### config.mk
export PLATFORM = sky130hd
export DESIGN_NAME = bloom_filter_two_hash
export DESIGN_NICKNAME = d
export VERILOG_FILES = /design/src/hw/rtl/bfth_pkg.sv /design/src/hw/rtl/bfth_datapath.sv /design/src/hw/rtl/bfth_ctrl.sv /design/src/hw/rtl/bloom_filter_two_hash.sv
export VERILOG_INCLUDE_DIRS = /design/src /design/src/hw/rtl
export SDC_FILE = /design/constraint.sdc
export NUM_CORES = 1
export LEC_CHECK = 0
export ABC_AREA = 1
export BUFFER_PORTS_ARGS = -buffer_cell sky130_fd_sc_hd__buf_2
export CORE_MARGIN = 1
export CORE_UTILIZATION = 45
export CTS_BUF_LIST = sky130_fd_sc_hd__clkbuf_8
export DETAILED_ROUTE_END_ITERATION = 10
export SYNTH_ARGS = -nofsm -noshare
export SYNTH_HDL_FRONTEND = slang
export SYNTH_SLANG_ARGS = --single-unit
export TNS_END_PERCENT = 5
### constraint.sdc
create_clock -name clk -period 22.6 [get_ports clk]
set_input_delay 4.52 -clock clk [delete_from_list [all_inputs] [get_ports clk]]
set_output_delay 4.52 -clock clk [all_outputs]
set_load 0.005 [all_outputs]
### src/hw/rtl/bloom_filter_two_hash_defines.svh
// Assertion macros used by the controller RTL.
`ifndef BLOOM_FILTER_TWO_HASH_DEFINES_SVH
`define BLOOM_FILTER_TWO_HASH_DEFINES_SVH

// Same-cycle implication, checked outside reset.
`define BFTH_ASSERT_IMPL(lbl, ck, rstn, ante, cons, msg) \
    lbl: assert property (@(posedge ck) disable iff (!rstn) (ante) |-> (cons)) else $error(msg);

// Next-cycle implication, checked outside reset.
`define BFTH_ASSERT_NEXT(lbl, ck, rstn, ante, cons, msg) \
    lbl: assert property (@(posedge ck) disable iff (!rstn) (ante) |=> (cons)) else $error(msg);

`endif

### src/hw/rtl/bfth_pkg.sv
package bfth_pkg;

    // Size of the bit store; any value from 8 to 65536
    localparam int FILTER_BITS = 256;
    localparam int IDX_W       = $clog2(FILTER_BITS);

    // Largest hash value (sdbm over two bytes) stays below 2^25
    localparam int HASH_W  = 25;
    // floor(2^32 / FILTER_BITS) fits 30 bits for FILTER_BITS >= 8
    localparam int RECIP_W = 30;
    localparam logic [RECIP_W-1:0] RECIP = RECIP_W'((64'd1 << 32) / FILTER_BITS);
    localparam int PROD_W  = HASH_W + RECIP_W;
    localparam int Q_W     = PROD_W - 32;
    // Remainder before correction is below twice the store size
    localparam int REM_W   = IDX_W + 1;

    // Operation codes
    localparam logic [1:0] FUNC_ADD   = 2'd0;
    localparam logic [1:0] FUNC_TEST  = 2'd1;
    localparam logic [1:0] FUNC_CLEAR = 2'd2;

    // Controller to datapath commands
    typedef struct packed {
        logic load;      // capture operation and hashes
        logic sel_b;     // feed second hash into the reducer
        logic mem_we;    // write the bit store
        logic mem_wd;    // bit value written
        logic clr_addr;  // address the store from the sweep counter
        logic clr_step;  // advance the sweep counter
        logic hit_cap;   // capture first read bit
        logic res_load;  // capture the result bit
    } dp_cmd_t;

    // Datapath to controller status
    typedef struct packed {
        logic       clr_last;
        logic [1:0] func;
    } dp_status_t;

    // Shift-add-xor hash over low byte then high byte
    function automatic logic [HASH_W-1:0] hash_sax(input logic [7:0] lo, input logic [7:0] hi);
        logic [HASH_W-1:0] h1;
        logic [HASH_W-1:0] mix;
        h1  = HASH_W'(lo);
        mix = (h1 << 5) + (h1 >> 2) + HASH_W'(hi);
        return h1 ^ mix;
    endfunction

    // sdbm hash over low byte then high byte
    function automatic logic [HASH_W-1:0] hash_sdbm(input logic [7:0] lo, input logic [7:0] hi);
        logic [HASH_W-1:0] h1;
        h1 = HASH_W'(lo);
        return HASH_W'(hi) + (h1 << 6) + (h1 << 16) - h1;
    endfunction

endpackage

### src/hw/rtl/bfth_datapath.sv
module bfth_datapath
    import bfth_pkg::*;
(
    input  logic             clk,
    input  logic             rst_n,
    input  dp_cmd_t          cmd,
    input  logic [1:0]       func,
    input  logic [15:0]      key,
    output dp_status_t       status,
    output logic             maybe_present
);

    localparam logic [HASH_W-1:0] DIV_C  = HASH_W'(FILTER_BITS);
    localparam logic [REM_W-1:0]  DIV_R  = REM_W'(FILTER_BITS);
    localparam logic [IDX_W-1:0]  LAST_A = IDX_W'(FILTER_BITS - 1);

    logic [1:0]        func_reg;
    logic [HASH_W-1:0] hash_a_reg;
    logic [HASH_W-1:0] hash_b_reg;

    logic [HASH_W-1:0] x_next;
    logic [PROD_W-1:0] prod;
    logic [HASH_W-1:0] x1_reg;
    logic [Q_W-1:0]    q_reg;
    logic [HASH_W-1:0] qd;
    logic [HASH_W-1:0] rem_full;
    logic [REM_W-1:0]  rem_reg;
    logic [IDX_W-1:0]  idx_next;
    logic [IDX_W-1:0]  idx_reg;

    logic [IDX_W-1:0]  clr_cnt_reg;
    logic [IDX_W-1:0]  clr_cnt_next;
    logic              clr_last;

    logic              mem [FILTER_BITS];
    logic [IDX_W-1:0]  mem_addr;
    logic              rd_data_reg;
    logic              hit_a_reg;
    logic              maybe_reg;
    logic              maybe_next;

    // Item capture: operation and both hash values
    always_ff @(posedge clk)
    begin
        if (cmd.load)
        begin
            func_reg   <= func;
            hash_a_reg <= hash_sax(key[7:0], key[15:8]);
            hash_b_reg <= hash_sdbm(key[7:0], key[15:8]);
        end
    end

    // Modulo reducer, three stages: reciprocal multiply, back-multiply, correct
    assign x_next   = cmd.sel_b ? hash_b_reg : hash_a_reg;
    assign prod     = PROD_W'(x_next) * PROD_W'(RECIP);
    assign qd       = HASH_W'(HASH_W'(q_reg) * DIV_C);
    assign rem_full = x1_reg - qd;
    assign idx_next = (rem_reg >= DIV_R) ? IDX_W'(rem_reg - DIV_R) : IDX_W'(rem_reg);

    always_ff @(posedge clk)
    begin
        x1_reg  <= x_next;
        q_reg   <= prod[PROD_W-1:32];
        rem_reg <= REM_W'(rem_full);
        idx_reg <= idx_next;
    end

    // Sweep counter for clearing; wraps to zero at the end of a pass
    assign clr_last     = (clr_cnt_reg == LAST_A);
    assign clr_cnt_next = clr_last ? '0 : clr_cnt_reg + 1'b1;

    always_ff @(posedge clk or negedge rst_n)
    begin
        if (!rst_n)
        begin
            clr_cnt_reg <= '0;
        end
        else if (cmd.clr_step)
        begin
            clr_cnt_reg <= clr_cnt_next;
        end
    end

    // Single-port bit store with registered read
    assign mem_addr = cmd.clr_addr ? clr_cnt_reg : idx_reg;

    always_ff @(posedge clk)
    begin
        if (cmd.mem_we)
        begin
            mem[mem_addr] <= cmd.mem_wd;
        end
        rd_data_reg <= mem[mem_addr];
    end

    // Membership result
    assign maybe_next = (func_reg == FUNC_TEST) & hit_a_reg & rd_data_reg;

    always_ff @(posedge clk)
    begin
        if (cmd.hit_cap)
        begin
            hit_a_reg <= rd_data_reg;
        end
        if (cmd.res_load)
        begin
            maybe_reg <= maybe_next;
        end
    end

    assign maybe_present   = maybe_reg;
    assign status.clr_last = clr_last;
    assign status.func     = func_reg;

endmodule

### src/hw/rtl/bfth_ctrl.sv
`include "bloom_filter_two_hash_defines.svh"

module bfth_ctrl
    import bfth_pkg::*;
(
    input  logic       clk,
    input  logic       rst_n,
    input  logic       start,
    output logic       busy,
    output logic       done,
    output dp_cmd_t    cmd,
    input  dp_status_t status
);

    localparam logic [3:0] ST_INIT  = 4'd0;
    localparam logic [3:0] ST_IDLE  = 4'd1;
    localparam logic [3:0] ST_RED_A = 4'd2;
    localparam logic [3:0] ST_RED_B = 4'd3;
    localparam logic [3:0] ST_WAIT  = 4'd4;
    localparam logic [3:0] ST_ACC_A = 4'd5;
    localparam logic [3:0] ST_ACC_B = 4'd6;
    localparam logic [3:0] ST_CHECK = 4'd7;
    localparam logic [3:0] ST_CLEAR = 4'd8;

    logic [3:0] state_reg;
    logic [3:0] state_next;
    logic       done_reg;
    logic       done_next;
    logic       accept;
    logic       is_add;

    assign busy   = (state_reg != ST_IDLE);
    assign accept = start & ~busy;
    assign is_add = (status.func == FUNC_ADD);

    // Next state and datapath commands
    always_comb
    begin
        state_next = state_reg;
        done_next  = 1'b0;
        cmd        = '0;
        case (state_reg)
            ST_INIT:
            begin
                cmd.clr_addr = 1'b1;
                cmd.clr_step = 1'b1;
                cmd.mem_we   = 1'b1;
                if (status.clr_last)
                begin
                    state_next = ST_IDLE;
                end
            end
            ST_IDLE:
            begin
                if (accept)
                begin
                    cmd.load   = 1'b1;
                    state_next = ST_RED_A;
                end
            end
            ST_RED_A:
            begin
                state_next = (status.func == FUNC_CLEAR) ? ST_CLEAR : ST_RED_B;
            end
            ST_RED_B:
            begin
                cmd.sel_b  = 1'b1;
                state_next = ST_WAIT;
            end
            ST_WAIT:
            begin
                state_next = ST_ACC_A;
            end
            ST_ACC_A:
            begin
                cmd.mem_we = is_add;
                cmd.mem_wd = 1'b1;
                state_next = ST_ACC_B;
            end
            ST_ACC_B:
            begin
                cmd.mem_we  = is_add;
                cmd.mem_wd  = 1'b1;
                cmd.hit_cap = 1'b1;
                state_next  = ST_CHECK;
            end
            ST_CHECK:
            begin
                cmd.res_load = 1'b1;
                done_next    = 1'b1;
                state_next   = ST_IDLE;
            end
            ST_CLEAR:
            begin
                cmd.clr_addr = 1'b1;
                cmd.clr_step = 1'b1;
                cmd.mem_we   = 1'b1;
                if (status.clr_last)
                begin
                    cmd.res_load = 1'b1;
                    done_next    = 1'b1;
                    state_next   = ST_IDLE;
                end
            end
            default:
            begin
                state_next = ST_INIT;
            end
        endcase
    end

    // State and result strobe
    always_ff @(posedge clk or negedge rst_n)
    begin
        if (!rst_n)
        begin
            state_reg <= ST_INIT;
            done_reg  <= 1'b0;
        end
        else
        begin
            state_reg <= state_next;
            done_reg  <= done_next;
        end
    end

    assign done = done_reg;

    `BFTH_ASSERT_NEXT(a_accept_busy, clk, rst_n, accept, busy, "accepted item did not raise busy")
    `BFTH_ASSERT_NEXT(a_done_single, clk, rst_n, done_reg, !done_reg, "result strobe held two cycles")
    `BFTH_ASSERT_IMPL(a_set_only_add, clk, rst_n, cmd.mem_we && !cmd.clr_addr, (state_reg == ST_ACC_A || state_reg == ST_ACC_B) && is_add, "store bit set outside an add")
    `BFTH_ASSERT_IMPL(a_init_quiet, clk, rst_n, state_reg == ST_INIT, !done_reg, "result during reset clearing pass")

endmodule

### src/hw/rtl/bloom_filter_two_hash.sv
// Two-hash Bloom filter over a single-port bit store of FILTER_BITS bits.
// Command channel: func and key are taken at a rising edge where start is
// high and busy is low. func: add key, test key, or clear the whole store.
// Result channel: done pulses for one cycle with maybe_present, which is 1
// only for a test whose two hashed bits are both set. The receiver cannot
// stall; every transfer in gives exactly one result.
// Add/test: busy stays high until the result; it drops in the same cycle
// that done pulses, so a new item is taken only after the last result. The
// work is the three-stage modulo reducer (shared by both hashes) followed by
// two accesses on the single store port and one registered read.
// Clear: one store bit per cycle across the whole store, then the result.
// Reset: asynchronous, active low. After reset a clearing pass over every
// store bit runs with busy high before the first transfer.
module bloom_filter_two_hash
    import bfth_pkg::*;
(
    input  logic        clk,
    input  logic        rst_n,
    input  logic        start,
    output logic        busy,
    input  logic [1:0]  func,
    input  logic [15:0] key,
    output logic        done,
    output logic        maybe_present
);

    dp_cmd_t    cmd;
    dp_status_t status;

    // Sequencer
    bfth_ctrl u_ctrl (
        .clk    (clk),
        .rst_n  (rst_n),
        .start  (start),
        .busy   (busy),
        .done   (done),
        .cmd    (cmd),
        .status (status)
    );

    // Hashing, reduction and bit store
    bfth_datapath u_datapath (
        .clk           (clk),
        .rst_n         (rst_n),
        .cmd           (cmd),
        .func          (func),
        .key           (key),
        .status        (status),
        .maybe_present (maybe_present)
    );

endmodule

== Yosys cells after proc, flatten, opt, wreduce, memory -nomap -nowiden ==
Memories as Yosys holds them, arrays and structs flattened. A register that Yosys moved wholly into a read port is not among the register bits.
Index checks and enable logic that the tools add are counted.

* Reductions and logical operators: 5
* Bitwise logic cells: 5
* Muxes and demuxes: 19
* $lt $le $gt $ge: 1
* Add/sub/neg operators: 8
* Eq/ne operators: 14

{| class="wikitable"
|+ Operators with widths
! operator !! number
|-
| 4-bit case mux with 8 select lines || 1
|-
| 8-bit 2-to-1 mux || 3
|-
| 4-bit by 3-bit equality test with 1-bit output (second input constant) || 4
|-
| 4-bit 2-to-1 mux || 3
|-
| 8-bit by 9-bit adder with 9-bit output || 1
|-
| 9-bit by 1-bit adder with 9-bit output (second input constant) || 1
|-
| 9-bit by 6-bit adder with 9-bit output || 1
|-
| 9-bit by 8-bit adder with 9-bit output || 1
|-
| 9-bit greater-or-equal comparator (second input constant) || 1
|-
| 9-bit 2-to-1 mux || 1
|-
| 9-bit by 8-bit subtractor with 9-bit output || 1
|-
| 9-bit subtractor || 1
|-
| 8-bit by 9-bit bitwise XOR with 9-bit output || 1
|-
| 8-bit by 1-bit adder with 8-bit output (second input constant) || 1
|-
| 4-bit by 2-bit equality test with 1-bit output (second input constant) || 2
|-
| 8-bit equality test (second input constant) || 1
|-
| 1-bit 2-to-1 mux || 8
|-
| 8-bit by 1-bit subtractor with 8-bit output (second input constant) || 1
|-
| 4-bit by 1-bit equality test with 1-bit output (second input constant) || 1
|-
| 4-bit equality test (second input constant) || 1
|-
| 4-bit logical NOT || 1
|-
| 2-bit by 1-bit inequality test with 1-bit output (second input constant) || 2
|-
| 4-bit by 1-bit inequality test with 1-bit output (second input constant) || 1
|-
| 1-bit case mux with 2 select lines || 2
|-
| other kinds (8) || 11
|}

* RAM bits: 256
* Bits of input ports: 21
* Word-level logic and storage cells: 65
* Memories: 1
* Output and inout bits: 3
* Bits in registers: 62

{| class="wikitable"
|+ Memory list
! name !! depth !! bits a word !! rd ports !! clocked after memory_dff !! wr ports !! RTL line !! RTL
|-
| u_datapath.mem || 256 || 1 || 1 || 1 || 1 || bfth_datapath.sv:35 || <nowiki>logic mem [FILTER_BITS];</nowiki>
|}

== Depth between registers and ports, before layout ==
Gate-level depths: netlist (run 1).

* Word-level depth: 5
* Gate-level depth with buffers: 18
* Depth with buffers taken out: 16

== Hierarchy ==
From an unflattened synthesis (run 1), not the netlist that was laid out.

* Cell total of the unflattened synthesis: 1,653
* Area, all modules: 15,187.1 µm²

{| class="wikitable"
|+ Modules (own cells, without submodules)
! module !! cells an instance !! sequential area each (µm²) !! times used !! area an instance (µm²)
|-
| bfth_datapath || 1,599 || 8,988.6 || 1 || 14,839.2
|-
| bfth_ctrl || 54 || 125.1 || 1 || 347.8
|}

== Worst setup path before layout (run 1) ==
No wires, ideal clock.

* Kind: flip-flop to flip-flop
* Start point: register u_ctrl.state_reg[3]
* End point: memory u_datapath.mem[121], enable pin
* Setup slack: 14.293 ns
* Data required time: 22.301 ns
* Stages on the path, launching flop included: 10
* Path buffers: 2
* Setup time: 0.299 ns
* Clock period less this slack: 8.307 ns
* Data arrival time: 8.008 ns
* Path through: dfrtp_1 -> nor2_1 -> nand2_1 -> nor2_1 -> inv_2 -> o31ai_4 -> buf_2 -> nand2_1 -> buf_2 -> nor2_1

* Word-level cells in the longest chain between the ends: 5
* Elaborated cells between the ends (all ways): 11
* Those cells by class: eq/ne (3); mux (5); reduce/logical (3)

{| class="wikitable"
|+ RTL lines
! element !! RTL line !! RTL
|-
| start, declared || bfth_ctrl.sv:25 || <nowiki>logic [3:0] state_reg;</nowiki>
|-
| start signal, assigned || bfth_ctrl.sv:122 || <nowiki>state_reg <= state_next;</nowiki>
|-
| 4-bit equality test (tied with other cells) || bfth_ctrl.sv:42 || <nowiki>case (state_reg)</nowiki>
|-
| 2-bit OR reduction (no line) || -- ||
|-
| 1-bit case mux with 2 select lines || bfth_ctrl.sv:42 ||
|-
| 1-bit 2-to-1 mux || bfth_datapath.sv:89 || <nowiki>if (cmd.mem_we)</nowiki>
|-
| 1-bit 2-to-1 mux (not written as such) || bfth_datapath.sv:91 || <nowiki>mem[mem_addr] <= cmd.mem_wd;</nowiki>
|-
| end, declared || bfth_datapath.sv:35 ||
|}

Parallel ways exist; a longest one is shown, timed or not.

== Worst setup path after layout (run 1) ==
* Start point: register u_ctrl.state_reg[1]
* End point: output busy

* Word-level cells in the longest chain between the ends: 1

{| class="wikitable"
|+ RTL lines
! element !! RTL line !! RTL
|-
| 4-bit by 1-bit inequality test with 1-bit output || bfth_ctrl.sv:32 || <nowiki>assign busy = (state_reg != ST_IDLE);</nowiki>
|-
| end, declared || bloom_filter_two_hash.sv:20 || <nowiki>output logic busy,</nowiki>
|}

No other way between the ends.

==> impl_metrics.ini, run 1 <==
[route]
drtAntennaViolNets = 0
num_vias = 11049
drc = 0
via_per_inst = 5.23
drt_pass1_iterations = 5
dr.first_iter.drc_count = 957
wl_per_cell_um = 17.1
wirelength_um = 36100

[logic_synthesis]
ys.warnings.count = 0
synth-edff-count = 276
synth.net_count = 1696
syn-cell-area_sq_um = 15100
synth_area_leaders = edfxtp_1 55%, nand2_1 15%, nor2_1 7.2%, nand3_1 4.8%, dfxtp_1 3.3%
yosysUniqueCellTypes = 38
synth.yosys.seq_area_share = 0.602
yosysTopAreaCell = edfxtp_1
ys_ff_latch = 314
synth_top_flop_cell = edfxtp_1
avgSynthCellArea_sq_um = 9.19
synth_top_area_frac = 0.548
syn_inst = 1646
synthArstFlopShare = 0.0414

[layout]
syn2layout_area_growth_pct = 8.11
regMostFlops = u_datapath.mem
final_cell_count_no_fill = 2112
fill_cells = 3166
final_cell_mix = 583 x nand2_1, 291 x nor2_1, 276 x edfxtp_1
layout_commonest_cell = nand2_1
final_area_sq_um = 16400
largest_reg_flops = 256
diodes = 0
drive_above_1_share = 0.0922
fin_nets = 1690

[timing]
period_needed_ps = 6180
worst_pin_slew_ps = 1220
rsz0062_at_grt = no
fin_crit_sh = 0.274
skew_ps = 23.9
setup_viol = 0
hold_viol_final = 0
relSlewSlack = 0.188
setup_tns_ps = 0
drv_slew = 0
fmax_mhz = 162

[floorplan]
floorplan.initialDensity = 0.462
core_sq_um = 32800
fp.dieH_um = 185
die-area_sq_um = 34400
pin_count = 24
rows = 66
die_width_um = 185

[grt]
grt_max_degree = 136
grt_pass1_wl_um = 57400
grt_use_total = 0.219
gr-total-overflow = 0
grt_pass1_vias = 10669
antenna_found_initial = 0

[power_and_ir_drop]
intPower_mw = 0.871
finalPower_mw = 1.10
ir_drop_mv = 0.0297
p_seq_frac = 0.566
p_leak_nw = 5.94
power_switching_mw = 0.232
p_clk_frac = 0.410
power_density_nw_per_um2 = 67.4
comb_power_share = 0.023
p_sw_frac = 0.210

[setup_path]
rrSetupSlack_ps = 18230
path_cells = inv_1 > nand2_1 > nor3_1 > inv_1 > buf_2
crit_type = reg -> out
cp_slowest_cell = dfrtp_1
crit_path_end_kind = output pin
start_kind = flop
cp_slowest_stage_delay_ps = 420
cp.required_ps = 18080
crit_arrival_ps = 1660
cpMostUsedCell = inv_1
path_max_fanout = 3

[cts]
clk_latency_ps = 590
root_buffer = clkbuf_8
numClockSinks = 314
cts_resized = 0
clk_pin_slew_ps = 60
cts_setup_buffers = 0
cts_tree = built
cts-htree-levels = 2
ctsHoldBuffers = 0
cts_buffers = 53
clockBufferDepth = 3

[placement]
place_congestion = 0.889
place_area_sq_um = 15400
port_buffers = 23
place_hpwl_um = 20500
dp.cells = 2027

[run]
drv_cap = 0

[min_path]
hold_path.class = reg -> reg

[status]
status = completed
## per-layer routing
metal / share of wire / track usage
met4: 0.021 / 0.0664
met1: 0.44 / 0.284
met3: 0.057 / 0.0372
met2: 0.48 / 0.373
met5: 0 / 0
## area by class of cell
class | count | area [sq um] | area share
clock inverter | 26 | 110 | 0.00673
timing repair buffer | 32 | 183 | 0.0112
tap | 442 | 553 | 0.0338
sequential | 314 | 9110 | 0.557
clock buffer | 59 | 812 | 0.0496
multi-input combinational | 1161 | 5300 | 0.324
inverter | 78 | 293 | 0.0179
## cells by family (layout without fill, tap and decap cells)
family / count (synthesis) / after routing / share of synthesized area
simple gates: 1060 / 1060 / 0.284
flops: 314 / 314 / 0.602
buf+inv: 171 / 195 / 0.0501
compound gates: 40 / 40 / 0.0178
fa+ha+maj: 29 / 29 / 0.0260
xor+xnor: 24 / 24 / 0.0139
mux: 8 / 8 / 0.00595
## critical path: cells and delay by family (launching register included)
kind / cells / cell delay, ps
buf+inv: 3 / 360
simple gates: 2 / 320
flops: 1 / 420
## Yosys cell counts (2+ instances only)
cell	n
nand2_1	585
nor2_1	292
edfxtp_1	276
nand3_1	145
buf_2	60
inv_1	60
dfxtp_1	25
ha_1	25
clkbuf_1	24
inv_2	18
xor2_1	14
dfrtp_1	13
a21oi_1	12
o21ai_0	11
nand4_1	10
xnor2_1	10
nor2_4	9
mux2_2	8
o21ai_1	7
nor2_2	6
nand2_2	5
buf_6	4
fa_1	4
nor3_1	4
buf_4	3
o21ai_4	3
buf_1	2
## metrics by stage
step	setup WS [ps]	hold WS [ps]	util
after floorplan	14290	310	-
after detailed placement	15980	312	0.471
final	16420	325	0.499
after global placement	15980	311	0.471
after CTS	16410	326	0.499
after global routing	16260	333	0.499
## power by group through the flow
stage / clock network (mW) / logic [mW] / registers, mW
6_report: 0.453 / 0.0258 / 0.625
5_1_grt: 0.487 / 0.0303 / 0.624
4_1_cts: 0.462 / 0.0263 / 0.625
3_5_place_dp: 0 / 0.0262 / 0.637
3_3_place_gp: 0 / 0.0250 / 0.637
2_1_floorplan: 0 / 0.0186 / 0.637
## path summary, 6_finish.rpt
kind	start	endpoint	cells after the start
setup / recovery	u_ctrl.state_reg[1]	busy	5
hold / removal	u_datapath.x1_reg[1]	u_datapath.rem_reg[1]	0
setup reg to reg	u_ctrl.state_reg[0]	u_datapath.mem[117]	9
hold reg to reg	u_datapath.x1_reg[1]	u_datapath.rem_reg[1]	0
max in group asynchronous	rst_n	u_datapath.clr_cnt_reg[6]	1
min in group asynchronous	rst_n	u_ctrl.done	1
Power figures use the tool's default switching activity.
==> run 2, diff against run 1 <==
- clock period: 22.6 -> 5.9 ns (I/O delays scaled with it)
==> run 2 against run 1 <==
  * Non-clock buffer count is 1 lower
  * Utilization is 0.31 points higher
  * Die area stayed put
  * Global-route usage is 0.41 points lower
  * Hold slack hardly changed
  * Total power grew to 4.0 times the previous value
  * Combinational power grew to 3.7 times the previous value
  * Cell area is 0.62% higher
  * Clock skew is 10 ps higher
  * Via count is 0.72% lower
  * Critical path type is now reg -> reg
  * Critical endpoint is now u_datapath.mem[21]
  * Largest cell class unchanged
  * Highest routed layer unchanged
==> impl_metrics.ini, run 2 (synthesis gave the netlist of run 1 again) <==
[route]
num_vias = 10969
drc = 0
wl_per_cell_um = 17.0
drtAntennaViolNets = 0
dr.first_iter.drc_count = 1024
via_per_inst = 5.17
wirelength_um = 36200
drt_pass1_iterations = 6

[power_and_ir_drop]
p_clk_frac = 0.432
power_switching_mw = 0.928
ir_drop_mv = 0.156
p_leak_nw = 5.98
p_seq_frac = 0.547
power_density_nw_per_um2 = 266
comb_power_share = 0.022
finalPower_mw = 4.38
p_sw_frac = 0.212
intPower_mw = 3.45

[grt]
grt_pass1_vias = 10463
antenna_found_initial = 0
grt_use_total = 0.215
gr-total-overflow = 0
grt_max_degree = 133
grt_pass1_wl_um = 56100

[run]
drv_cap = 0

[timing]
worst_slack_ps = 1670
drv_slew = 0
skew_ps = 34.1
fin_crit_sh = 0.717
hold_slack_ps = 325
hold_viol_final = 0
rsz0062_at_grt = no
fmax_mhz = 236
period_needed_ps = 4230
relSlewSlack = 0.190
worst_pin_slew_ps = 1220
setup_tns_ps = 0
setup_viol = 0

[min_path]
min_from = u_datapath.x1_reg[2]
hold_depth = 0
holdPathEnd = u_datapath.rem_reg[2]
hold_path.class = reg -> reg

[setup_path]
cp.required_ps = 6170
start_kind = flop
crit_arrival_ps = 4500
path_max_fanout = 63
worstReg2RegEnd = u_datapath.mem[21]
rrSetupSlack_ps = 1670
crit_path_end_kind = flop
rr_worst_depth = 9
reg2reg_from = u_ctrl.state_reg[0]
crit_type = reg -> reg

[cts]
clockBufferDepth = 3
cts_buffers = 52
clk_pin_slew_ps = 60
ctsHoldBuffers = 0
cts-htree-levels = 2
cts_setup_buffers = 0
root_buffer = clkbuf_8
clk_latency_ps = 590
cts_resized = 0
cts_tree = built
numClockSinks = 314

[floorplan]
die-area_sq_um = 34400
pin_count = 24
fp.dieH_um = 185
die_width_um = 185
floorplan.initialDensity = 0.462
core_sq_um = 32800
rows = 66

[placement]
place_area_sq_um = 15400
place_congestion = 0.834
port_buffers = 23
place_hpwl_um = 20800
dp_slack_ps = 1660

[layout]
final_cell_mix = 583 x nand2_1, 291 x nor2_1, 276 x edfxtp_1
fill_cells = 3096
drive_above_1_share = 0.0935
diodes = 0
syn2layout_area_growth_pct = 8.78
layout_commonest_cell = nand2_1
regMostFlops = u_datapath.mem
largest_reg_flops = 256
fin_nets = 1688
final_area_sq_um = 16500

[status]
status = completed
==> run 2: changes by cell type in the layout (fill, tap and decap cells not counted), sizes merged <==
cell | previous run | this run
buf | 32 | 31
clkinv | 8 | 20
clkinvlp | 2 | 3
bufinv | 0 | 4
clkbuf | 59 | 53
==> run 2: final cells by class <==
| type | instances | area, sq um | share of cell area |
|---|---|---|---|
| flip-flops and latches | 314 | 9110 | 0.554 |
| multi-input cells | 1161 | 5300 | 0.322 |
| clock buffers | 53 | 729 | 0.0443 |
| well taps | 442 | 553 | 0.0336 |
| inverters | 78 | 293 | 0.0178 |
| clock inverters | 43 | 289 | 0.0176 |
| repair buffers | 31 | 188 | 0.0114 |
==> run 2: worst max path at each step <==
| stage | start | to | slack, ps | cells after the start |
|---|---|---|---|---|
| floorplan | u_ctrl.state_reg[3] | u_datapath.mem[185] | 40 | 9 |
| global placement | u_ctrl.state_reg[0] | u_datapath.mem[21] | 1710 | 9 |
| detailed placement | u_ctrl.state_reg[0] | u_datapath.mem[69] | 1660 | 9 |
| CTS | u_ctrl.state_reg[0] | u_datapath.mem[69] | 1640 | 9 |
| global route | u_ctrl.state_reg[0] | u_datapath.mem[181] | 1310 | 9 |
| finish | u_ctrl.state_reg[0] | u_datapath.mem[21] | 1670 | 9 |
==> run 2: per-stage QoR <==
stage,util,instances
after floorplan,-,1646
after global placement,0.471,2026
after detailed placement,0.471,2026
after CTS,0.502,2122
after global routing,0.502,2122
final,0.502,2122
==> run 2: metal layers <==
| layer | wire length [um] | up-vias | part of all wire | global-route usage |
|---|---|---|---|---|
| met2 | 17100 | 336 | 0.47 | 0.355 |
| li1 | - | 5351 | - | - |
| met5 | 0 | - | 0 | 0 |
| met3 | 2370 | 78 | 0.066 | 0.0328 |
| met1 | 15800 | 5204 | 0.44 | 0.287 |
| met4 | 930 | 0 | 0.026 | 0.0734 |
==> run 2: critical path, cell delays in order (launching register included) <==
cell and delay (ps):
dfrtp_1 440, nor2_4 200, nand2_2 350, nand2_4 680, nand2_4 540, nor2_2 640
inv_2 130, nor2_2 150, nand2_1 460, nor2_1 290
==> run 2: power groups by stage <==
stage	Clock, mW	Sequential [mW]	Combinational [mW]
2_1_floorplan	0	2.44	0.0714
3_3_place_gp	0	2.44	0.0959
3_5_place_dp	0	2.44	0.0974
4_1_cts	1.93	2.39	0.0978
5_1_grt	2.02	2.39	0.112
6_report	1.89	2.39	0.0957
